<file path="src/design/qtl_pkg.sv">
// ----------------------------------------------------------------------------
// qtl_pkg
// Shared types and constants for the quoted token lexer.
// ----------------------------------------------------------------------------
package qtl_pkg;

    // Character codes
    localparam logic [7:0] CH_SPACE  = 8'h20;
    localparam logic [7:0] CH_QUOTE  = 8'h22;
    localparam logic [7:0] CH_BSLASH = 8'h5C;

    // Lexer state codes
    localparam logic [1:0] ST_SKIP   = 2'd0;
    localparam logic [1:0] ST_TOKEN  = 2'd1;
    localparam logic [1:0] ST_QUOTES = 2'd2;
    localparam logic [1:0] ST_ESCAPE = 2'd3;

    // Error codes
    localparam logic [2:0] ERR_NONE         = 3'd0;
    localparam logic [2:0] ERR_EMPTY        = 3'd1;
    localparam logic [2:0] ERR_NO_END_QUOTE = 3'd2;
    localparam logic [2:0] ERR_NO_ESCAPE    = 3'd3;
    localparam logic [2:0] ERR_BAD_ESCAPE   = 3'd4;

    typedef struct packed {
        logic [7:0] char_in;
        logic       end_of_input;
    } in_item_t;

    typedef struct packed {
        logic [7:0] char_out;
        logic       char_valid;
        logic       token_done;
        logic [2:0] error_code;
    } out_item_t;

endpackage

</file>
<file path="src/design/quoted_token_lexer_core.sv">
// ----------------------------------------------------------------------------
// quoted_token_lexer_core
// Splits a byte stream into space-separated tokens with quoted sections.
// ----------------------------------------------------------------------------
//  channel | direction | handshake           | payload
//  req     | in        | req_valid/req_stall | qtl_pkg::in_item_t  (char, end mark)
//  res     | out       | res_valid/res_stall | qtl_pkg::out_item_t (char, done, error)
//
//  One request per cycle sustained while res is not stalled; each request's
//  result reaches res through the input register, then the result register.
//  The lexer state advances as a request moves from the input register into
//  the result register, so back-to-back requests see each other's state.
//  Reset clears both valid flags and returns the lexer to skipping spaces.
//  A stall on res holds the result; req stalls only when both registers are
//  full and the result is not taken.
// ----------------------------------------------------------------------------
module quoted_token_lexer_core
(
    input  logic               clk,
    input  logic               rst_n,
    input  logic               req_valid,
    output logic               req_stall,
    input  qtl_pkg::in_item_t  req_data,
    output logic               res_valid,
    input  logic               res_stall,
    output qtl_pkg::out_item_t res_data
);

    logic               req_valid_reg;
    qtl_pkg::in_item_t  req_data_reg;
    logic               res_valid_reg;
    qtl_pkg::out_item_t res_data_reg;
    logic [1:0]         lex_state_reg;
    logic [1:0]         lex_state_next;
    qtl_pkg::out_item_t step_result;
    logic               advance;
    logic               load;

    assign advance   = req_valid_reg && (!res_valid_reg || !res_stall);
    assign load      = !req_valid_reg || advance;
    assign req_stall = !load;

    qtl_step u_step
    (
        .state      (lex_state_reg),
        .item       (req_data_reg),
        .result     (step_result),
        .state_next (lex_state_next)
    );

    always_ff @(posedge clk or negedge rst_n)
    begin
        if (!rst_n)
        begin
            req_valid_reg <= 1'b0;
            res_valid_reg <= 1'b0;
            lex_state_reg <= qtl_pkg::ST_SKIP;
        end
        else
        begin
            if (load)
            begin
                req_valid_reg <= req_valid;
            end
            if (advance)
            begin
                res_valid_reg <= 1'b1;
                lex_state_reg <= lex_state_next;
            end
            else if (!res_stall)
            begin
                res_valid_reg <= 1'b0;
            end
        end
    end

    always_ff @(posedge clk)
    begin
        if (load && req_valid)
        begin
            req_data_reg <= req_data;
        end
        if (advance)
        begin
            res_data_reg <= step_result;
        end
    end

    assign res_valid = res_valid_reg;
    assign res_data  = res_data_reg;

endmodule

</file>
<file path="src/design/qtl_step.sv">
// ----------------------------------------------------------------------------
// qtl_step
// One lexer step: current state and one request in, result and next state out.
// ----------------------------------------------------------------------------
module qtl_step
(
    input  logic [1:0]       state,
    input  qtl_pkg::in_item_t item,
    output qtl_pkg::out_item_t result,
    output logic [1:0]       state_next
);

    logic [7:0] c;
    logic       eoi;

    assign c   = item.char_in;
    assign eoi = item.end_of_input;

    always_comb
    begin
        result.char_out   = 8'h00;
        result.char_valid = 1'b0;
        result.token_done = 1'b0;
        result.error_code = qtl_pkg::ERR_NONE;
        state_next        = state;

        case (state)
            qtl_pkg::ST_SKIP:
            begin
                if (eoi)
                begin
                    result.error_code = qtl_pkg::ERR_EMPTY;
                end
                else if (c == qtl_pkg::CH_QUOTE)
                begin
                    state_next = qtl_pkg::ST_QUOTES;
                end
                else if (!(c inside {qtl_pkg::CH_SPACE, qtl_pkg::CH_BSLASH}))
                begin
                    result.char_out   = c;
                    result.char_valid = 1'b1;
                    state_next        = qtl_pkg::ST_TOKEN;
                end
            end
            qtl_pkg::ST_TOKEN:
            begin
                if (eoi || c == qtl_pkg::CH_SPACE)
                begin
                    result.token_done = 1'b1;
                    state_next        = qtl_pkg::ST_SKIP;
                end
                else if (c == qtl_pkg::CH_QUOTE)
                begin
                    state_next = qtl_pkg::ST_QUOTES;
                end
                else
                begin
                    result.char_out   = c;
                    result.char_valid = 1'b1;
                end
            end
            qtl_pkg::ST_QUOTES:
            begin
                if (eoi)
                begin
                    result.error_code = qtl_pkg::ERR_NO_END_QUOTE;
                    state_next        = qtl_pkg::ST_SKIP;
                end
                else if (c == qtl_pkg::CH_QUOTE)
                begin
                    result.token_done = 1'b1;
                    state_next        = qtl_pkg::ST_SKIP;
                end
                else if (c == qtl_pkg::CH_BSLASH)
                begin
                    state_next = qtl_pkg::ST_ESCAPE;
                end
                else
                begin
                    result.char_out   = c;
                    result.char_valid = 1'b1;
                end
            end
            qtl_pkg::ST_ESCAPE:
            begin
                if (eoi)
                begin
                    result.error_code = qtl_pkg::ERR_NO_ESCAPE;
                    state_next        = qtl_pkg::ST_SKIP;
                end
                else if (c inside {qtl_pkg::CH_QUOTE, qtl_pkg::CH_BSLASH})
                begin
                    result.char_out   = c;
                    result.char_valid = 1'b1;
                    state_next        = qtl_pkg::ST_QUOTES;
                end
                else
                begin
                    // keep the offending byte for the error report
                    result.char_out   = c;
                    result.error_code = qtl_pkg::ERR_BAD_ESCAPE;
                    state_next        = qtl_pkg::ST_SKIP;
                end
            end
            default:
            begin
                state_next = qtl_pkg::ST_SKIP;
            end
        endcase
    end

endmodule

</file>
<file path="config.mk">
export PLATFORM = sky130hd
export DESIGN_NAME = quoted_token_lexer_core
export DESIGN_NICKNAME = d
export VERILOG_FILES = /design/src/design/qtl_pkg.sv /design/src/design/quoted_token_lexer_core.sv /design/src/design/qtl_step.sv
export SDC_FILE = /design/constraint.sdc
export NUM_CORES = 1
export LEC_CHECK = 0
export BUFFER_PORTS_ARGS = -buffer_cell sky130_fd_sc_hd__buf_2
export CAP_MARGIN = 20
export CORE_UTILIZATION = 52
export DETAILED_ROUTE_END_ITERATION = 16
export HOLD_SLACK_MARGIN = 0.15
export PLACE_DENSITY = 0.82
export SYNTH_ARGS = -nofsm -noshare
export SYNTH_HDL_FRONTEND = slang
export SYNTH_SLANG_ARGS = --single-unit
</file>
<file path="constraint.sdc">
create_clock -name clk -period 2.5 [get_ports clk]
set_clock_uncertainty 0.15 [all_clocks]
set_input_delay 0.75 -clock clk [delete_from_list [all_inputs] [get_ports clk]]
set_output_delay 0.75 -clock clk [all_outputs]
set_load 0.005 [all_outputs]
</file>
# Word-level counts from Yosys, hierarchy flattened
# Cells that the tools add are included.
word_totals:
  ff_bits: 26
  latchBits: 0
  mem_bits_rw: 0
  mem_bits_ro: 0
  input_bits: 13
  out_inout_bits: 15
  word_cells: 65
  memories: 0
classes:
  n_addsub: 0
  n_mul: 0
  div: 0
  order_cmp: 0
  n_eq_ne: 11
  shifts: 0
  muxes: 32
  bitwise: 0
  reduce_logical: 13
op_table:
  columns: ["cell", "n"]
  rows:
  - ["2-to-1 mux 9 bit", 8]
  - ["one-hot mux 9 bit (4 select lines)", 1]
  - ["2-to-1 mux 2 bit", 11]
  - ["== test 8 x 6 -> 1 bit, second input constant", 2]
  - ["2-to-1 mux 10 bit", 1]
  - ["one-hot mux 3 bit (3 select lines)", 1]
  - ["== test 8 x 7 -> 1 bit, second input constant", 1]
  - ["one-hot mux 2 bit (4 select lines)", 1]
  - ["2-to-1 mux 1 bit", 6]
  - ["2-to-1 mux 3 bit", 2]
  - ["AND reduction 5 bit", 1]
  - ["== test 2 bit, second input constant", 2]
  - ["zero test 1 bit", 4]
  - ["inequality test 4 x 2 -> 1 bit, second input constant", 1]
  - ["nonzero test 2 bit", 2]
  - ["logical OR 1 bit", 3]
  - ["inequality test 3 x 1 -> 1 bit, second input constant", 1]
  - ["inequality test 3 bit, second input constant", 1]
  - ["== test 2 x 1 -> 1 bit, second input constant", 1]
  - ["logical AND 1 bit", 2]
  - ["zero test 2 bit", 1]
  - ["inequality test 2 x 1 -> 1 bit, second input constant", 1]
  - ["inequality test 2 bit, second input constant", 1]
  - ["one-hot mux 1 bit (2 select lines)", 1]

# Longest topological paths before layout
logic_depth:
  ltp_word: 6
  ltp_mapped: 6
  ltp_nobuf: 6

# Hierarchy
# A second synthesis with hierarchy kept.
hier_totals:
  cells_unflattened: 117
  area_unflattened_um2: 1361.3
modules_own_cells:
  columns: ["mod", "n_inst", "cells_each", "area_each_um2", "seq_area_each_um2"]
  rows:
  - ["quoted_token_lexer_core", 1, 34, 839.6, 760.7]
  - ["qtl_step", 1, 83, 521.8, 0.0]

# Least setup slack after synthesis
# Ideal clock, no wire load.
synth_timing:
  path_type: "input -> register"
  startpoint: "input res_stall"
  endpoint: "register lex_state_reg[1]"
  setup_time_ns: 0.132
  arrival_ns: 2.342
  t_required_ns: 2.218
  path_slack_ns: -0.124
  stages: 3
  path_buffers: 0
  path_cell_list: "a21boi_0 -> o2111ai_2 -> mux2i_1"
synth_between:
  elab_chain_cells: 4
synth_lines:
  columns: ["item", "line_no", "text"]
  rows:
  - ["from (decl)", "quoted_token_lexer_core.sv:25", "input logic res_stall,"]
  - ["zero test 1 bit", null, null]
  - ["logical OR 1 bit", "quoted_token_lexer_core.sv:39", "assign advance = req_valid_reg && (!res_valid_reg || !res_stall);"]
  - ["logical AND 1 bit", "quoted_token_lexer_core.sv:39", null]
  - ["AND reduction 5 bit (no line)", null, null]
  - ["to (signal assigned)", "quoted_token_lexer_core.sv:57", "lex_state_reg <= qtl_pkg::ST_SKIP;"]
  - ["to (signal assigned)", "quoted_token_lexer_core.sv:68", "lex_state_reg <= lex_state_next;"]
  - ["to (decl)", "quoted_token_lexer_core.sv:33", "logic [1:0] lex_state_reg;"]
# Every way passes these cells.
# A chain may end at the register's enable or synchronous reset.

==> impl_metrics.toml <==
[grt]
global_route.overflow_total = 0
grt_use_total_pct = 19.3
global_route_wire_length_before_repair_mm = 3.64
grt_antenna_before_repair = 0
grt_start_max_net_pins = 16
grt_pass1_vias = 823

[setup_path]
critPathBufInv = 0
worstPathCellList = "or4b_1, or2_1, a21boi_2, a311oi_1, and2_1"
critical_path.max_fanout = 7
worst_setup_path_start_kind = "flip-flop"
r2r_end = "res_data[11]$_DFFE_PP_"
worst-setup-path-type = "reg -> reg"
timing.reg2reg.setup_slack_ns = 0.27
cpPeakStageDelay_ns = 0.65
cp_slowest_cell = "sky130_fd_sc_hd__or4b_1"
rr_worst_depth = 5
cp_data_arrival_time_ns = 2.19
path_delay_family = "simple AND/OR/NAND/NOR gates"
cp_data_required_time_ns = 2.46
r2r-start = "req_data_reg[5]$_DFFE_PP_"
end_kind = "flip-flop"

[floorplan]
die_width_um = 51.2
die_y_um = 51.2
die-area_um2 = 2620
top_level_ports = 28
placement_rows = 17
coreArea_um2 = 2250
initial_utilization_pct = 55.9

[final_layout]
finish.net_count = 148
final_area_um2 = 1490
fillCellCount = 184
area_growth_syn_to_layout_pct = 18.1
drive_gt1_share_pct = 28.7
fin_util_pct = 66.0
num_antenna_cells = 0
largest_register_ffs = 13

[min_path]
hold_class = "reg -> reg"
worstHoldStart = "req_valid_reg$_DFFE_PN0N_"
worstHoldEndpoint = "res_valid$_DFFE_PN0P_"
hold_path_cells = 1

[clock_network]
h-tree-depth = 1
cts_hold_buf = 1
clk_pin_slew_ns = 0.14
cts_setup_buffers = 0
ctsLongestPathBuffers = 2
cts.sinks = 26
numCtsBuffers = 3
cts_repair_resize_count = 0
clock_insertion_delay_worst_skew_ns = 0.33
cts_tree = "built"
cts-root-buf = "sky130_fd_sc_hd__clkbuf_4"

[yosys]
synth_area_per_cell_um2 = 12.7
dominantRegCellSynth = "sky130_fd_sc_hd__edfxtp_1"
synth_edf_count = 22
synth_common_cells = "sky130_fd_sc_hd__edfxtp_1 (22), sky130_fd_sc_hd__nor2_1 (9), sky130_fd_sc_hd__and2_1 (7)"
postSynthRegisterBits = 26
ys_top_cells_by_area = "sky130_fd_sc_hd__edfxtp_1 (52%), sky130_fd_sc_hd__dfrtp_1 (7.9%), sky130_fd_sc_hd__ha_1 (5.0%)"
synthesis.nets = 117
ys_types = 36
mappedNetlistArea_um2 = 1260
ys_seq_area_share_pct = 60.4
post-synth-top-area-fraction_pct = 52.4
asyncSetResetFlopFracSynth_pct = 15.4
synthMostInstantiatedCell = "sky130_fd_sc_hd__edfxtp_1"
syn-instance-count = 99
yosysWarnings = 0
synth_largest_area_cell = "sky130_fd_sc_hd__edfxtp_1"

[timing]
max_slew_margin_pct = 73.1
worst_slew_pin_slew_ns = 0.401
timing_max_transition_violations_final = 0
fin_setup_tns_ns = 0
timing.final.crit_period_ns = 2.23
min_period_over_period_pct = 89.3
timing_hold_violations_final = 0
rsz0062_at_grt = "no"
report.final.setup_viol = 0
maxClockFrequency_ghz = 0.448

[routing]
drt.antenna.violating_nets = 0
detailedRoute.firstPassIterationCount = 4
via_count = 901
wl_per_cell_um = 14.2
final_routed_drc_violation_total = 0
vias_per_cell = 5.74
drt_wl_total_mm = 2.24
detailedRoute.firstIterationViolations = 18

[placed_design]
dp_hpwl_mm = 1.71
detailed_place.area_um2 = 1430
io_buffer_count = 27
place.gp.congestion = 0.855

[power]
static-leakage-power_nw = 0.613
power_per_cell_area_nw_per_um2 = 822
worst_ir_drop_vdd_v = 0.000554

[flow_run]
max_cap_viol_count = 0

[status]
outcome = "completed"
layer usage:
metal | global-route usage [%] | routed length [um] | vias up
met5 | 0 | 0 | -
met4 | 8.11 | 45 | 0
met3 | 3.57 | 129 | 9
met2 | 33.6 | 1150 | 45
met1 | 23.4 | 911 | 415
li1 | - | - | 432
power by group:
group	leakage [nW]	switching [mW]	total (mW)	internal (mW)
Clock	0.0279	0.125	0.287	0.162
Sequential	0.262	0.0323	0.577	0.545
Combinational	0.322	0.203	0.359	0.156
layout by cell type, fill, tap and decap left out, drive strengths merged:
| master | n |
|---|---|
| mux2i | 2 |
| bufinv | 1 |
| a21boi | 3 |
| a21o | 2 |
| dlygate4sd3 | 1 |
| buf | 28 |
| nand4 | 1 |
| o21a | 1 |
| edfxtp | 22 |
| or4b | 2 |
| o211ai | 1 |
| and4 | 1 |
| nor2 | 9 |
| a211oi | 2 |
| inv | 3 |
| o211a | 2 |
| or2 | 2 |
| nor4bb | 1 |
| a21oi | 1 |
| dfrtp | 4 |
| clkbuf | 3 |
| a311oi | 1 |
| or3 | 1 |
| o2111ai | 1 |
| nor3 | 2 |
| o31ai | 2 |
| ha | 5 |
| nor2b | 1 |
| a221oi | 1 |
| nand2 | 4 |
| nand3 | 2 |
| nand2b | 5 |
| and2 | 7 |
| o21ai | 5 |
how the worst max path moves through the flow:
stage	to	depth (start not counted)	from	slack (ns)
detailed placement	res_data[7]$_DFFE_PP_	5	req_data_reg[5]$_DFFE_PP_	0.30
global route	res_data[9]$_DFFE_PP_	5	req_data_reg[5]$_DFFE_PP_	0.16
floorplan	lex_state_reg[1]$_DFFE_PN0P_	3	res_stall	0.29
finish	res_data[11]$_DFFE_PP_	5	req_data_reg[5]$_DFFE_PP_	0.27
CTS	res_data[7]$_DFFE_PP_	5	req_data_reg[5]$_DFFE_PP_	0.28
global placement	res_data[9]$_DFFE_PP_	5	req_data_reg[5]$_DFFE_PP_	0.35
cell type report:
type	count	area (um2)	share of cell area [%]
sequential	26	761	51.1
timing repair buffer	29	153	10.3
inverter	3	11.3	0.757
clock buffer	3	22.5	1.51
multi-input combinational	67	475	32.0
tap	28	35.0	2.35
clock inverter	1	30.0	2.02
metrics by stage:
stage / worst slack (ns) / std cells / power [mW] / hold WS, ns
2_1_floorplan: 0.292 / 99 / 0.829 / 0.294
3_3_place_gp: 0.348 / 152 / 0.920 / 0.309
3_5_place_dp: 0.296 / 152 / 0.938 / 0.317
4_1_cts: 0.281 / 157 / 1.22 / 0.349
5_1_grt: 0.163 / 157 / 1.29 / 0.379
6_report: 0.267 / 157 / 1.22 / 0.341
logic make-up after synthesis:
| logic type | share of synthesized area, % |
|---|---|
| compound gates | 13.8 |
| fa+ha+maj | 4.97 |
| buf+inv | 1.89 |
| flops | 60.4 |
| mux | 1.59 |
| simple gates | 17.4 |
(Power assumes the default switching activity.)
